### config.mk
export PLATFORM = sky130hd
export DESIGN_NAME = date_to_epoch_seconds
export DESIGN_NICKNAME = d
export VERILOG_FILES = /design/src/sv/d2e_pkg.sv /design/src/sv/d2e_ucode_rom.sv /design/src/sv/d2e_datapath.sv /design/src/sv/d2e_sequencer.sv /design/src/sv/date_to_epoch_seconds.sv
export VERILOG_INCLUDE_DIRS = /design/src /design/src/sv
export SDC_FILE = /design/constraint.sdc
export NUM_CORES = 1
export LEC_CHECK = 0
export ABC_AREA = 1
export BUFFER_PORTS_ARGS = -buffer_cell sky130_fd_sc_hd__buf_4
export CORE_UTILIZATION = 35
export CTS_BUF_LIST = sky130_fd_sc_hd__clkbuf_8
export DETAILED_ROUTE_END_ITERATION = 10
export PLACE_DENSITY = 0.58
export SETUP_SLACK_MARGIN = 0.15
export SYNTH_ARGS = -nofsm -noshare
export SYNTH_HDL_FRONTEND = slang
export SYNTH_SLANG_ARGS = --single-unit
export TNS_END_PERCENT = 20
### constraint.sdc
create_clock -name i_clk -period 9.9 [get_ports i_clk]
set_clock_uncertainty 0.15 [all_clocks]
set_input_delay 0.495 -clock i_clk [delete_from_list [all_inputs] [get_ports i_clk]]
set_output_delay 0.495 -clock i_clk [all_outputs]
set_load 0.01 [all_outputs]
### src/sv/date_to_epoch_seconds_assert.svh
// Assertion macros for the date-to-epoch-seconds RTL.
`ifndef DATE_TO_EPOCH_SECONDS_ASSERT_SVH
`define DATE_TO_EPOCH_SECONDS_ASSERT_SVH

// Same-cycle implication, sampled on i_clk, off while i_rst_n is low.
`define D2E_ASSERT_NOW(lbl, ante, cons, msg) \
    lbl: assert property (@(posedge i_clk) disable iff (!i_rst_n) (ante) |-> (cons)) \
        else $error(msg);

// Next-cycle implication, sampled on i_clk, off while i_rst_n is low.
`define D2E_ASSERT_NEXT(lbl, ante, cons, msg) \
    lbl: assert property (@(posedge i_clk) disable iff (!i_rst_n) (ante) |=> (cons)) \
        else $error(msg);

`endif

### src/sv/d2e_pkg.sv
// Shared widths, microcode word layout and tables for the date-to-epoch converter.
package d2e_pkg;

    localparam int unsigned DAY_W    = 5;
    localparam int unsigned MONTH_W  = 4;
    localparam int unsigned YEAR_W   = 14;
    localparam int unsigned HOUR_W   = 5;
    localparam int unsigned MINUTE_W = 6;
    localparam int unsigned SECOND_W = 6;
    localparam int unsigned OUT_W    = 39;

    localparam int unsigned MUL_A_W  = 24;
    localparam int unsigned MUL_B_W  = 18;
    localparam int unsigned PROD_W   = MUL_A_W + MUL_B_W;
    localparam int unsigned Q100_W   = 7;
    localparam int unsigned DBM_W    = 9;
    localparam int unsigned STEP_W   = 4;

    localparam logic [YEAR_W-1:0]  YEAR_MIN  = YEAR_W'(1);
    localparam logic [YEAR_W-1:0]  YEAR_MAX  = YEAR_W'(9999);
    localparam logic [MONTH_W-1:0] MONTH_MIN = MONTH_W'(1);
    localparam logic [MONTH_W-1:0] MONTH_MAX = MONTH_W'(12);
    localparam logic [MONTH_W-1:0] MONTH_FEB = MONTH_W'(2);

    // floor(x/100) == (x*5243) >> 19 for every x below 43699
    localparam int unsigned RECIP100       = 5243;
    localparam int unsigned RECIP100_SHIFT = 19;
    localparam logic [Q100_W-1:0] REM_LAST = Q100_W'(99);

    // Day number of 1970-01-01 plus one, folding the day-of-month bias
    localparam logic signed [OUT_W-1:0] EPOCH_OFS = -OUT_W'(719163);

    localparam logic [STEP_W-1:0] STEP_FIRST     = STEP_W'(0);
    localparam logic [STEP_W-1:0] STEP_LEAP_SKIP = STEP_W'(8);
    localparam logic [STEP_W-1:0] STEP_LAST      = STEP_W'(14);

    typedef enum logic [2:0] {
        MA_PY,
        MA_Q100,
        MA_HOUR,
        MA_MINUTE,
        MA_ACC
    } t_ma;

    typedef enum logic [2:0] {
        MB_365,
        MB_RECIP100,
        MB_100,
        MB_86400,
        MB_3600,
        MB_60
    } t_mb;

    typedef enum logic [3:0] {
        AS_NONE,
        AS_PROD,
        AS_PY_DIV4,
        AS_Q100,
        AS_Q100_DIV4,
        AS_DBM,
        AS_ONE,
        AS_DAY,
        AS_EPOCH,
        AS_SECOND
    } t_as;

    typedef enum logic {
        JMP_NONE,
        JMP_NO_LEAP_DAY
    } t_jmp;

    typedef struct packed {
        t_ma               ma;
        t_mb               mb;
        logic              mul_en;
        t_as               add_src;
        logic              add_neg;
        logic              acc_clr;
        logic              q_ld;
        logic              rem_ld;
        t_jmp              jmp;
        logic [STEP_W-1:0] target;
        logic              last;
    } t_cword;

    typedef struct packed {
        logic   accept;
        logic   step_en;
        logic   out_ld;
        t_cword cw;
    } t_ctrl;

    typedef struct packed {
        logic no_leap_day;
    } t_dp_stat;

    // Days before the first of the month in a common year
    function automatic logic [DBM_W-1:0] days_before_month(input logic [MONTH_W-1:0] month);
        logic [DBM_W-1:0] d;
        case (month)
            4'd1:    d = 9'd0;
            4'd2:    d = 9'd31;
            4'd3:    d = 9'd59;
            4'd4:    d = 9'd90;
            4'd5:    d = 9'd120;
            4'd6:    d = 9'd151;
            4'd7:    d = 9'd181;
            4'd8:    d = 9'd212;
            4'd9:    d = 9'd243;
            4'd10:   d = 9'd273;
            4'd11:   d = 9'd304;
            4'd12:   d = 9'd334;
            default: d = 9'd0;
        endcase
        return d;
    endfunction

endpackage

### src/sv/d2e_ucode_rom.sv
// Microcode program store: one control word per sequencer step.
module d2e_ucode_rom (
    input  logic [d2e_pkg::STEP_W-1:0] i_step,
    output d2e_pkg::t_cword            o_cword
);

    always_comb begin
        o_cword         = '0;
        o_cword.ma      = d2e_pkg::MA_PY;
        o_cword.mb      = d2e_pkg::MB_365;
        o_cword.add_src = d2e_pkg::AS_NONE;
        o_cword.jmp     = d2e_pkg::JMP_NONE;
        o_cword.target  = d2e_pkg::STEP_FIRST;
        case (i_step)
            // prod = py*365
            4'd0: begin
                o_cword.ma     = d2e_pkg::MA_PY;
                o_cword.mb     = d2e_pkg::MB_365;
                o_cword.mul_en = 1'b1;
            end
            // acc = py*365; prod = py*recip(100)
            4'd1: begin
                o_cword.add_src = d2e_pkg::AS_PROD;
                o_cword.acc_clr = 1'b1;
                o_cword.ma      = d2e_pkg::MA_PY;
                o_cword.mb      = d2e_pkg::MB_RECIP100;
                o_cword.mul_en  = 1'b1;
            end
            // q100 = py/100; acc += py/4
            4'd2: begin
                o_cword.q_ld    = 1'b1;
                o_cword.add_src = d2e_pkg::AS_PY_DIV4;
            end
            // acc -= py/100; prod = q100*100
            4'd3: begin
                o_cword.add_src = d2e_pkg::AS_Q100;
                o_cword.add_neg = 1'b1;
                o_cword.ma      = d2e_pkg::MA_Q100;
                o_cword.mb      = d2e_pkg::MB_100;
                o_cword.mul_en  = 1'b1;
            end
            // acc += py/400
            4'd4: begin
                o_cword.add_src = d2e_pkg::AS_Q100_DIV4;
            end
            // rem = py%100; acc += days before month
            4'd5: begin
                o_cword.rem_ld  = 1'b1;
                o_cword.add_src = d2e_pkg::AS_DBM;
            end
            // skip the leap day unless past February of a leap year
            4'd6: begin
                o_cword.jmp    = d2e_pkg::JMP_NO_LEAP_DAY;
                o_cword.target = d2e_pkg::STEP_LEAP_SKIP;
            end
            4'd7: begin
                o_cword.add_src = d2e_pkg::AS_ONE;
            end
            4'd8: begin
                o_cword.add_src = d2e_pkg::AS_DAY;
            end
            4'd9: begin
                o_cword.add_src = d2e_pkg::AS_EPOCH;
            end
            // prod = days*86400
            4'd10: begin
                o_cword.ma     = d2e_pkg::MA_ACC;
                o_cword.mb     = d2e_pkg::MB_86400;
                o_cword.mul_en = 1'b1;
            end
            4'd11: begin
                o_cword.add_src = d2e_pkg::AS_PROD;
                o_cword.acc_clr = 1'b1;
                o_cword.ma      = d2e_pkg::MA_HOUR;
                o_cword.mb      = d2e_pkg::MB_3600;
                o_cword.mul_en  = 1'b1;
            end
            4'd12: begin
                o_cword.add_src = d2e_pkg::AS_PROD;
                o_cword.ma      = d2e_pkg::MA_MINUTE;
                o_cword.mb      = d2e_pkg::MB_60;
                o_cword.mul_en  = 1'b1;
            end
            4'd13: begin
                o_cword.add_src = d2e_pkg::AS_PROD;
            end
            4'd14: begin
                o_cword.add_src = d2e_pkg::AS_SECOND;
                o_cword.last    = 1'b1;
            end
            default: begin
                o_cword.last = 1'b1;
            end
        endcase
    end

endmodule

### src/sv/d2e_datapath.sv
// Datapath: input capture with clamping, shared multiplier, accumulator, result register.
module d2e_datapath (
    input  logic                                 i_clk,
    input  d2e_pkg::t_ctrl                       i_ctrl,
    input  logic [d2e_pkg::DAY_W-1:0]            i_day,
    input  logic [d2e_pkg::MONTH_W-1:0]          i_month,
    input  logic [d2e_pkg::YEAR_W-1:0]           i_year,
    input  logic [d2e_pkg::HOUR_W-1:0]           i_hour,
    input  logic [d2e_pkg::MINUTE_W-1:0]         i_minute,
    input  logic [d2e_pkg::SECOND_W-1:0]         i_second,
    output d2e_pkg::t_dp_stat                    o_stat,
    output logic signed [d2e_pkg::OUT_W-1:0]     o_epoch_seconds
);

    localparam int unsigned MulAW = d2e_pkg::MUL_A_W;
    localparam int unsigned MulBW = d2e_pkg::MUL_B_W;
    localparam int unsigned OutW  = d2e_pkg::OUT_W;
    localparam int unsigned QW    = d2e_pkg::Q100_W;

    logic [d2e_pkg::DAY_W-1:0]      r_day;
    logic [d2e_pkg::MONTH_W-1:0]    r_month;
    logic [d2e_pkg::YEAR_W-1:0]     r_py;
    logic [d2e_pkg::HOUR_W-1:0]     r_hour;
    logic [d2e_pkg::MINUTE_W-1:0]   r_minute;
    logic [d2e_pkg::SECOND_W-1:0]   r_second;
    logic [QW-1:0]                  r_q100;
    logic [QW-1:0]                  r_rem;
    logic signed [d2e_pkg::PROD_W-1:0] r_prod;
    logic signed [OutW-1:0]         r_acc;
    logic signed [OutW-1:0]         r_out;

    logic [d2e_pkg::MONTH_W-1:0]    month_c;
    logic [d2e_pkg::YEAR_W-1:0]     year_c;
    logic signed [MulAW-1:0]        mul_a;
    logic signed [MulBW-1:0]        mul_b;
    logic signed [d2e_pkg::PROD_W-1:0] mul_p;
    logic signed [OutW-1:0]         add_op;
    logic signed [OutW-1:0]         acc_base;
    logic signed [OutW-1:0]         n_acc;

    d2e_pkg::t_cword cw;
    assign cw = i_ctrl.cw;

    // Clamp month and year into range at capture
    always_comb begin
        if (i_month < d2e_pkg::MONTH_MIN) begin
            month_c = d2e_pkg::MONTH_MIN;
        end else if (i_month > d2e_pkg::MONTH_MAX) begin
            month_c = d2e_pkg::MONTH_MAX;
        end else begin
            month_c = i_month;
        end
        if (i_year < d2e_pkg::YEAR_MIN) begin
            year_c = d2e_pkg::YEAR_MIN;
        end else if (i_year > d2e_pkg::YEAR_MAX) begin
            year_c = d2e_pkg::YEAR_MAX;
        end else begin
            year_c = i_year;
        end
    end

    always_comb begin
        unique case (cw.ma)
            d2e_pkg::MA_PY:     mul_a = MulAW'(r_py);
            d2e_pkg::MA_Q100:   mul_a = MulAW'(r_q100);
            d2e_pkg::MA_HOUR:   mul_a = MulAW'(r_hour);
            d2e_pkg::MA_MINUTE: mul_a = MulAW'(r_minute);
            d2e_pkg::MA_ACC:    mul_a = r_acc[MulAW-1:0];
            default:            mul_a = '0;
        endcase
        unique case (cw.mb)
            d2e_pkg::MB_365:      mul_b = MulBW'(365);
            d2e_pkg::MB_RECIP100: mul_b = MulBW'(d2e_pkg::RECIP100);
            d2e_pkg::MB_100:      mul_b = MulBW'(100);
            d2e_pkg::MB_86400:    mul_b = MulBW'(86400);
            d2e_pkg::MB_3600:     mul_b = MulBW'(3600);
            d2e_pkg::MB_60:       mul_b = MulBW'(60);
            default:              mul_b = '0;
        endcase
    end

    assign mul_p = mul_a * mul_b;

    always_comb begin
        unique case (cw.add_src)
            d2e_pkg::AS_NONE:      add_op = '0;
            d2e_pkg::AS_PROD:      add_op = r_prod[OutW-1:0];
            d2e_pkg::AS_PY_DIV4:   add_op = OutW'(r_py >> 2);
            d2e_pkg::AS_Q100:      add_op = OutW'(r_q100);
            d2e_pkg::AS_Q100_DIV4: add_op = OutW'(r_q100 >> 2);
            d2e_pkg::AS_DBM:       add_op = OutW'(d2e_pkg::days_before_month(r_month));
            d2e_pkg::AS_ONE:       add_op = OutW'(1);
            d2e_pkg::AS_DAY:       add_op = OutW'(r_day);
            d2e_pkg::AS_EPOCH:     add_op = d2e_pkg::EPOCH_OFS;
            d2e_pkg::AS_SECOND:    add_op = OutW'(r_second);
            default:               add_op = '0;
        endcase
        acc_base = cw.acc_clr ? '0 : r_acc;
        n_acc    = cw.add_neg ? (acc_base - add_op) : (acc_base + add_op);
    end

    // py%4==3 means year%4==0; py%100==99 means year%100==0; add py/100%4==3 for year%400==0
    assign o_stat.no_leap_day = !((r_month > d2e_pkg::MONTH_FEB)
                                  && (r_py[1:0] == 2'b11)
                                  && ((r_rem != d2e_pkg::REM_LAST) || (r_q100[1:0] == 2'b11)));

    always_ff @(posedge i_clk) begin
        if (i_ctrl.accept) begin
            r_day    <= i_day;
            r_month  <= month_c;
            r_py     <= year_c - d2e_pkg::YEAR_W'(1);
            r_hour   <= i_hour;
            r_minute <= i_minute;
            r_second <= i_second;
        end
        if (i_ctrl.step_en) begin
            r_acc <= n_acc;
            if (cw.mul_en) begin
                r_prod <= mul_p;
            end
            if (cw.q_ld) begin
                r_q100 <= r_prod[d2e_pkg::RECIP100_SHIFT +: QW];
            end
            if (cw.rem_ld) begin
                // true remainder stays below 100, so 7 bits of the difference suffice
                r_rem <= r_py[QW-1:0] - r_prod[QW-1:0];
            end
        end
        if (i_ctrl.out_ld) begin
            r_out <= n_acc;
        end
    end

    assign o_epoch_seconds = r_out;

endmodule

### src/sv/d2e_sequencer.sv
// Step counter, conditional jumps and both handshakes of the converter.
`include "date_to_epoch_seconds_assert.svh"

module d2e_sequencer (
    input  logic                       i_clk,
    input  logic                       i_rst_n,
    input  logic                       i_valid,
    output logic                       o_ready,
    output logic                       o_valid,
    input  logic                       i_ready,
    input  d2e_pkg::t_cword            i_cword,
    input  d2e_pkg::t_dp_stat          i_stat,
    output logic [d2e_pkg::STEP_W-1:0] o_step,
    output d2e_pkg::t_ctrl             o_ctrl
);

    typedef enum logic {
        S_IDLE,
        S_RUN
    } t_state;

    t_state                      r_state;
    logic [d2e_pkg::STEP_W-1:0]  r_step;
    logic                        r_out_valid;

    logic                        in_acc;
    logic                        running;
    logic                        at_first;
    logic                        out_free;
    logic                        step_en;
    logic                        finish;
    logic                        take_jump;
    logic [d2e_pkg::STEP_W-1:0]  n_step;

    assign running  = (r_state == S_RUN);
    assign at_first = running && (r_step == d2e_pkg::STEP_FIRST);
    // take nothing while reset is held
    assign o_ready  = (r_state == S_IDLE) && i_rst_n;
    assign in_acc   = i_valid && o_ready;
    assign out_free = !r_out_valid || i_ready;
    // hold the last step until the result register can take the transfer
    assign step_en  = running && (!i_cword.last || out_free);
    assign finish   = running && i_cword.last && out_free;

    assign take_jump = (i_cword.jmp == d2e_pkg::JMP_NO_LEAP_DAY) && i_stat.no_leap_day;
    assign n_step    = take_jump ? i_cword.target : (r_step + d2e_pkg::STEP_W'(1));

    always_ff @(posedge i_clk) begin
        if (!i_rst_n) begin
            r_state     <= S_IDLE;
            r_step      <= d2e_pkg::STEP_FIRST;
            r_out_valid <= 1'b0;
        end else begin
            unique case (r_state)
                S_IDLE: begin
                    if (in_acc) begin
                        r_state <= S_RUN;
                        r_step  <= d2e_pkg::STEP_FIRST;
                    end
                end
                S_RUN: begin
                    if (finish) begin
                        r_state <= S_IDLE;
                    end else if (step_en) begin
                        r_step <= n_step;
                    end
                end
                default: begin
                    r_state <= S_IDLE;
                end
            endcase
            if (finish) begin
                r_out_valid <= 1'b1;
            end else if (i_ready) begin
                r_out_valid <= 1'b0;
            end
        end
    end

    assign o_valid        = r_out_valid;
    assign o_step         = r_step;
    assign o_ctrl.accept  = in_acc;
    assign o_ctrl.step_en = step_en;
    assign o_ctrl.out_ld  = finish;
    assign o_ctrl.cw      = i_cword;

    `D2E_ASSERT_NEXT(a_accept_starts, in_acc, at_first, "item did not start the program")
    `D2E_ASSERT_NOW(a_step_bound, running, r_step <= d2e_pkg::STEP_LAST, "step past program end")
    `D2E_ASSERT_NOW(a_finish_last, finish, r_step == d2e_pkg::STEP_LAST, "result loaded early")
    `D2E_ASSERT_NOW(a_valid_from_finish, $rose(r_out_valid), $past(finish), "valid without finish")

endmodule

### src/sv/date_to_epoch_seconds.sv
// Top level: proleptic Gregorian date and time to signed seconds since 1970-01-01.
//
// One date (day, month, year, hour, minute, second) is taken per input transfer and
// one 39-bit two's complement count of seconds since 1970-01-01 00:00:00 comes back
// per output transfer. Month is clamped to 1..12 and year to 1..9999; day, hour,
// minute and second are counted arithmetically without range checks. A microcoded
// sequencer steps a 15-word program over one shared 24x18 multiplier and one
// accumulator, skipping the leap-day step when it does not apply; the block takes
// the next item in the cycle after the result is loaded. The last step holds while
// an earlier result still waits in the output register.
module date_to_epoch_seconds (
    input  logic                                 i_clk,
    input  logic                                 i_rst_n,
    input  logic                                 i_valid,
    output logic                                 o_ready,
    input  logic [d2e_pkg::DAY_W-1:0]            i_day,
    input  logic [d2e_pkg::MONTH_W-1:0]          i_month,
    input  logic [d2e_pkg::YEAR_W-1:0]           i_year,
    input  logic [d2e_pkg::HOUR_W-1:0]           i_hour,
    input  logic [d2e_pkg::MINUTE_W-1:0]         i_minute,
    input  logic [d2e_pkg::SECOND_W-1:0]         i_second,
    output logic                                 o_valid,
    input  logic                                 i_ready,
    output logic signed [d2e_pkg::OUT_W-1:0]     o_epoch_seconds
);

    logic [d2e_pkg::STEP_W-1:0] step;
    d2e_pkg::t_cword            cword;
    d2e_pkg::t_ctrl             ctrl;
    d2e_pkg::t_dp_stat          stat;

    d2e_ucode_rom u_rom (
        .i_step  (step),
        .o_cword (cword)
    );

    d2e_sequencer u_seq (
        .i_clk   (i_clk),
        .i_rst_n (i_rst_n),
        .i_valid (i_valid),
        .o_ready (o_ready),
        .o_valid (o_valid),
        .i_ready (i_ready),
        .i_cword (cword),
        .i_stat  (stat),
        .o_step  (step),
        .o_ctrl  (ctrl)
    );

    d2e_datapath u_dp (
        .i_clk           (i_clk),
        .i_ctrl          (ctrl),
        .i_day           (i_day),
        .i_month         (i_month),
        .i_year          (i_year),
        .i_hour          (i_hour),
        .i_minute        (i_minute),
        .i_second        (i_second),
        .o_stat          (stat),
        .o_epoch_seconds (o_epoch_seconds)
    );

endmodule
==> qor.csv, run 1 <==
stage,metric,value,unit
detailed_routing,ant_nets,0,
clocking,cts-root-buf,clkbuf_8,
cells_and_area,post-route-util,39.6,%
global_route,grt_pass1_wl,104000,um
global_route,grt_max_degree,42,
setup_path,r2r-end,u_dp.r_prod[36]$_DFFE_PP_,
die,die_w,262,um
sta,finalHoldViolCount,0,
clocking,cts_setup_buffers,0,
setup_path,worstSetupEndpointType,flip-flop,
synth,synth_seq_cells,177,
clocking,numCtsBuffers,17,
sta,finalMaxSlewViolations,0,
setup_path,path_max_fanout,13,
clocking,tritoncts,done,
synth,synth-edff-count,171,
die,io-pin-count,85,
global_route,grt_usage,19.6,%
run_status,status,"finished, final reports clean",
die,core-area,67200,um^2
die,dieArea,68900,um^2
sta,layout_min_cycle_time,8530,ps
global_route,grt_overflow,0,
sta,worst_pin_slew,1170,ps
setup_path,worst_path_max_delay_cell,fa_1,
clocking,path_clk_slew,110,ps
detailed_routing,post_drt_wl_per_cell,16.6,um
detailed_routing,drtIter0Drc,1081,
sta,slew-limit-headroom,21.3,%
cells_and_area,area_delta_synth_final,11.9,%
global_route,antenna_found_initial,1,
setup_path,r2r_cells,35,
setup_path,max_stage_delay,570,ps
global_route,grt_pass1_vias,18665,
die,initial_core_util,35.4,%
place,place_hpwl,56800,um
cells_and_area,regArea,5260,um^2
job,cap_viol_max_count,0,
setup_path,reg2reg_from,u_seq.o_step[0]$_SDFFE_PN0P_,
detailed_routing,via_per_inst,4.61,
setup_path,cp.arrival,8680,ps
synth,syn_inst,2775,
cells_and_area,nNetsFinal,3569,
die,rows,95,
sta,setup_violations,0,
sta,tns,0,ps
synth,syn_area,23700,um^2
setup_path,r2r_slack,1370,ps
cells_and_area,drive_gt1_share,7.07,%
synth,ys_types,57,
sta,fmax,0.117,GHz
place,gp_congestion,0.960,
synth,seq_area_frac_synth,22.1,%
cells_and_area,fillCellCount,6832,
synth,ys.flop_type,edfxtp_1,
place,port_buffers,84,
synth,ys_async_sr_fraction,0,%
worst_hold_path,hold_class,input port to flip-flop,
detailed_routing,drc,0,
cells_and_area,layout_commonest_cell,inv_1,
sta,fin_crit_sh,86.1,%
detailed_routing,first_pass_iters,7,
detailed_routing,finalWirelength,64700,um
synth,synth.avg_cell_area,8.56,um^2
setup_path,crit_required,10050,ps
setup_path,crit_type,flip-flop to flip-flop,
setup_path,cp-startpoint,u_seq.o_step[0]$_SDFFE_PN0P_,
setup_path,critPathLaunchType,flip-flop,
clocking,ctsHtreeMaxLevel,4,
detailed_routing,dr_total_vias,17982,
sta,rsz0062_at_grt,no,
clocking,clock-sinks,177,
clocking,clock_latency,560,ps
setup_path,crit_top_cell,inv_1,
cells_and_area,multi_input_area,16100,um^2
clocking,clockBufferDepth,2,
setup_path,endpoint,u_dp.r_prod[36]$_DFFE_PP_,
cells_and_area,mostFrequentLayoutCells,"inv_1, nand2_1, fa_1",
synth,ys_warn_count,0,
die,die_y,262,um
-- worst min-delay path by stage --
stage	start	depth (start not counted)	endpoint	slack, ps
6_report	i_rst_n	3	u_seq.o_step[3]$_SDFFE_PN0P_	60
5_1_grt	i_rst_n	3	u_seq.o_step[3]$_SDFFE_PN0P_	40
4_1_cts	i_rst_n	3	u_seq.o_step[3]$_SDFFE_PN0P_	7
3_5_place_dp	u_dp.r_prod[25]$_DFFE_PP_	0	u_dp.r_q100[6]$_DFFE_PP_	350
3_3_place_gp	u_dp.r_prod[23]$_DFFE_PP_	0	u_dp.r_q100[4]$_DFFE_PP_	360
2_1_floorplan	u_dp.r_prod[20]$_DFFE_PP_	0	u_dp.r_q100[1]$_DFFE_PP_	280
-- Yosys cell counts (7+ instances only) --
master | count | share of area [%]
a211oi_1 | 7 | 0.22
a21o_1 | 11 | 0.35
a21oi_1 | 97 | 2.0
a31oi_1 | 13 | 0.34
clkbuf_1 | 18 | 0.28
edfxtp_1 | 171 | 22
fa_1 | 334 | 28
ha_1 | 177 | 9.3
inv_1 | 704 | 11
inv_2 | 21 | 0.33
nand2_1 | 433 | 6.8
nand2_2 | 8 | 0.21
nand3_1 | 97 | 2.0
nand3_2 | 11 | 0.46
nand4_1 | 30 | 0.79
nor2_1 | 295 | 4.7
nor2_2 | 18 | 0.47
nor2_4 | 8 | 0.38
nor3_1 | 17 | 0.36
nor4_1 | 7 | 0.18
o211ai_1 | 7 | 0.22
o21ai_0 | 68 | 1.4
o21ai_1 | 20 | 0.42
xnor2_1 | 41 | 1.5
xor2_1 | 74 | 2.7
-- layout make-up --
| class | instances | share of cell area (%) |
|---|---|---|
| repair buffers | 121 | 3.65 |
| well taps | 873 | 4.11 |
| clock buffers | 17 | 0.880 |
| multi-input cells | 1968 | 60.5 |
| flip-flops and latches | 177 | 19.8 |
| diodes | 1 | 0.00942 |
| inverters | 729 | 10.3 |
| clock inverters | 15 | 0.739 |
-- repair_timing --
action	4_1_cts	5_1_grt
hold buffers	25	0
hold endpoints to repair	25	0
resized for setup	0	0
-- routing by layer --
metal	share of wire, %	GRT usage, %	up-vias	wire length [um]
li1	-	-	8868	-
met1	46	26.2	8707	29500
met2	48	33.3	331	31200
met3	3.2	2.01	76	2070
met4	3.0	6.25	0	1920
met5	0	0	-	0
-- cell families after synthesis --
| kind of cell | Yosys count | synth area share [%] |
|---|---|---|
| other cells | 2 | 0.0316 |
| xor+xnor | 115 | 4.24 |
| fa+ha+maj | 511 | 37.5 |
| flops | 177 | 22.1 |
| simple gates | 950 | 17.6 |
| buf+inv | 761 | 12.3 |
| compound gates | 259 | 6.26 |
-- state kept, by name (all words and copies together), names as in the netlist --
register              flops
u_dp.r_py                14
u_dp.r_hour               5
u_dp.r_q100               7
u_dp.r_month              4
u_dp.r_rem                7
u_seq.o_step              4
u_seq.r_state             1
u_dp.r_prod              39
u_dp.o_epoch_seconds     39
u_dp.r_acc               39
u_seq.o_valid             1
u_dp.r_minute             6
u_dp.r_day                5
u_dp.r_second             6
-- critical path: cells and delay by family (launching register included) --
family                   cells  cell delay (ps)
AND/OR/NAND/NOR             12             1620
AO/OA/AOI/OAI                4             1100
XOR/XNOR                     1              150
adder cells (fa/ha/maj)      8             3640
flip-flops                   1              360
buffers and inverters       10             1280
-- stage by stage --
stage	cell area (um^2)	instances	hold slack (ps)	setup slack, ps
6_report	26600	3901	59.5	1370
3_5_place_dp	25900	3843	355	1460
4_1_cts	26600	3900	7.49	1430
3_3_place_gp	25900	3843	361	1600
5_1_grt	26600	3901	35.0	809
2_1_floorplan	24200	2906	276	2820
Power of run 1 is not shown: default switching activity piles up to over one toggle a cycle in this logic, so the estimate is an artifact.
==> run 2: changes to the inputs <==
- GPL_ROUTABILITY_DRIVEN: not set -> 0
- PLACE_DENSITY: 0.58 -> 0.52
==> run 2 against run 1 <==
Net effect:
- clock-buffer cell count is the same
- wire length up 1.2%
- fmax is 3.9% lower
- sequential share of layout area grew 0.061 points
- register-to-register slack worse by 340 ps
- critical path depth stayed put
- utilization is 0.12 points lower
- flip-flop and latch count unchanged
- worst setup slack got worse by 340 ps
- via count up 2.3%
- global-route usage up 0.057 points
- critical endpoint is now u_dp.r_prod[32]$_DFFE_PP_
- highest routed layer unchanged
==> qor.csv, run 2 (synthesis gave the netlist of run 1 again) <==
stage,metric,value,unit
worst_hold_path,hold_class,input port to flip-flop,
cells_and_area,stdcell_area,26500,um^2
place,placed_area,25900,um^2
die,rows,95,
global_route,grt_overflow,0,
worst_hold_path,hold_start,i_rst_n,
setup_path,endpoint,u_dp.r_prod[32]$_DFFE_PP_,
cells_and_area,drive_gt1_share,6.88,%
cells_and_area,antennaDiodeCount,0,
die,initial_core_util,35.4,%
sta,tns,0,ps
sta,setup_violations,0,
setup_path,worstSetupEndpointType,flip-flop,
setup_path,crit_required,10040,ps
sta,finalHoldViolCount,0,
cells_and_area,area_delta_synth_final,11.6,%
detailed_routing,drtIter0Drc,1434,
setup_path,worst_path_max_delay_cell,nor2_1,
clocking,clockBufferDepth,2,
global_route,grt_usage,19.7,%
clocking,cts_setup_buffers,0,
detailed_routing,dr_total_vias,18392,
clocking,cts-root-buf,clkbuf_8,
setup_path,reg2reg_from,u_seq.o_step[0]$_SDFFE_PN0P_,
run_status,status,"finished, final reports clean",
setup_path,critPathLaunchType,flip-flop,
cells_and_area,layout_commonest_cell,inv_1,
place,port_buffers,84,
sta,rsz0062_at_grt,no,
die,die_y,262,um
setup_path,cp-startpoint,u_seq.o_step[0]$_SDFFE_PN0P_,
clocking,ctsHtreeMaxLevel,4,
sta,finalMaxSlewViolations,0,
clocking,tritoncts,done,
detailed_routing,ant_nets,0,
die,core-area,67200,um^2
cells_and_area,mostFrequentLayoutCells,"inv_1, nand2_1, fa_1",
detailed_routing,first_pass_iters,6,
detailed_routing,via_per_inst,4.72,
setup_path,max_stage_delay,720,ps
detailed_routing,post_drt_wl_per_cell,16.8,um
setup_path,cp.arrival,9020,ps
setup_path,r2r_cells,35,
clocking,clock_latency,540,ps
setup_path,crit_type,flip-flop to flip-flop,
setup_path,path_max_fanout,13,
clocking,numCtsBuffers,17,
global_route,grt_pass1_wl,105000,um
detailed_routing,finalWirelength,65500,um
die,dieArea,68900,um^2
global_route,grt_max_degree,41,
sta,worst_pin_slew,1390,ps
sta,layout_min_cycle_time,8870,ps
cells_and_area,nNetsFinal,3567,
sta,fmax,0.113,GHz
sta,slew-limit-headroom,7.01,%
die,die_w,262,um
setup_path,crit_top_cell,inv_1,
place,place_hpwl,57100,um
clocking,clock-sinks,177,
clocking,path_clk_slew,90,ps
worst_hold_path,whs_path_depth,3,
sta,fin_crit_sh,89.6,%
setup_path,r2r-end,u_dp.r_prod[32]$_DFFE_PP_,
setup_path,r2r_slack,1030,ps
sta,holdWs,78.5,ps
global_route,grt_pass1_vias,18953,
global_route,antenna_found_initial,0,
die,io-pin-count,85,
job,cap_viol_max_count,0,
detailed_routing,drc,0,
[run 2: cell count changes in the layout (fill, tap and decap cells not counted), sizes merged]
| cell | delta |
|---|---|
| inv | -3 |
| buf | -2 |
| clkinvlp | +2 |
| bufinv | +1 |
| diode | -1 |
[run 2: stage by stage]
stage | worst slack [ps] | utilization (%) | std cells
floorplan | 2820 | - | 2906
detailed placement | 1100 | 38.5 | 3841
CTS | 1080 | 39.5 | 3898
global route | 335 | 39.5 | 3898
global placement | 1410 | 38.5 | 3841
finish | 1030 | 39.5 | 3898
[run 2: area by class of cell]
type / instances / area (um^2)
inverter: 729 / 2740
clock inverter: 15 / 133
fill: 6900 / 40700
clock buffer: 17 / 234
timing repair buffer: 119 / 956
tap: 873 / 1090
sequential: 177 / 5260
multi-input combinational: 1968 / 16100
[run 2: how the worst min path moves through the flow]
| stage | slack (ps) | end |
|---|---|---|
| after floorplan | 280 | u_dp.r_q100[1]$_DFFE_PP_ |
| final | 80 | u_seq.o_step[3]$_SDFFE_PN0P_ |
| after CTS | 20 | u_seq.o_step[3]$_SDFFE_PN0P_ |
| after global placement | 380 | u_seq.o_step[3]$_SDFFE_PN0P_ |
| after detailed placement | 390 | u_dp.r_q100[6]$_DFFE_PP_ |
| after global routing | 60 | u_dp.r_month[1]$_SDFFCE_PP0P_ |
[run 2: what timing repair did]
| item | 4_1_cts | 5_1_grt |
|---|---|---|
| gates resized for setup | 0 | 0 |
| endpoints found under the hold margin | 25 | 0 |
| hold buffers | 25 | 0 |
[run 2: routing by layer]
layer  vias up  global-route usage, %  wire length [um]
met3        74                   2.47              3490
li1       8845                      -                 -
met5         -                      0                 0
met2       500                   32.8             31100
met4         0                   6.10              1820
met1      8973                   26.5             29000
[run 2: critical path, delay by kind of cell (launching register included)]
family / cells / cell delay, ps
and+or+nand+nor: 13 / 2420
AOI/OAI and AO/OA: 2 / 690
adders and majority gates: 8 / 3470
DFF: 1 / 420
buffers and inverters: 11 / 1370
xor gates and xnor gates: 1 / 60
Power of run 2 is left out for the same reason.
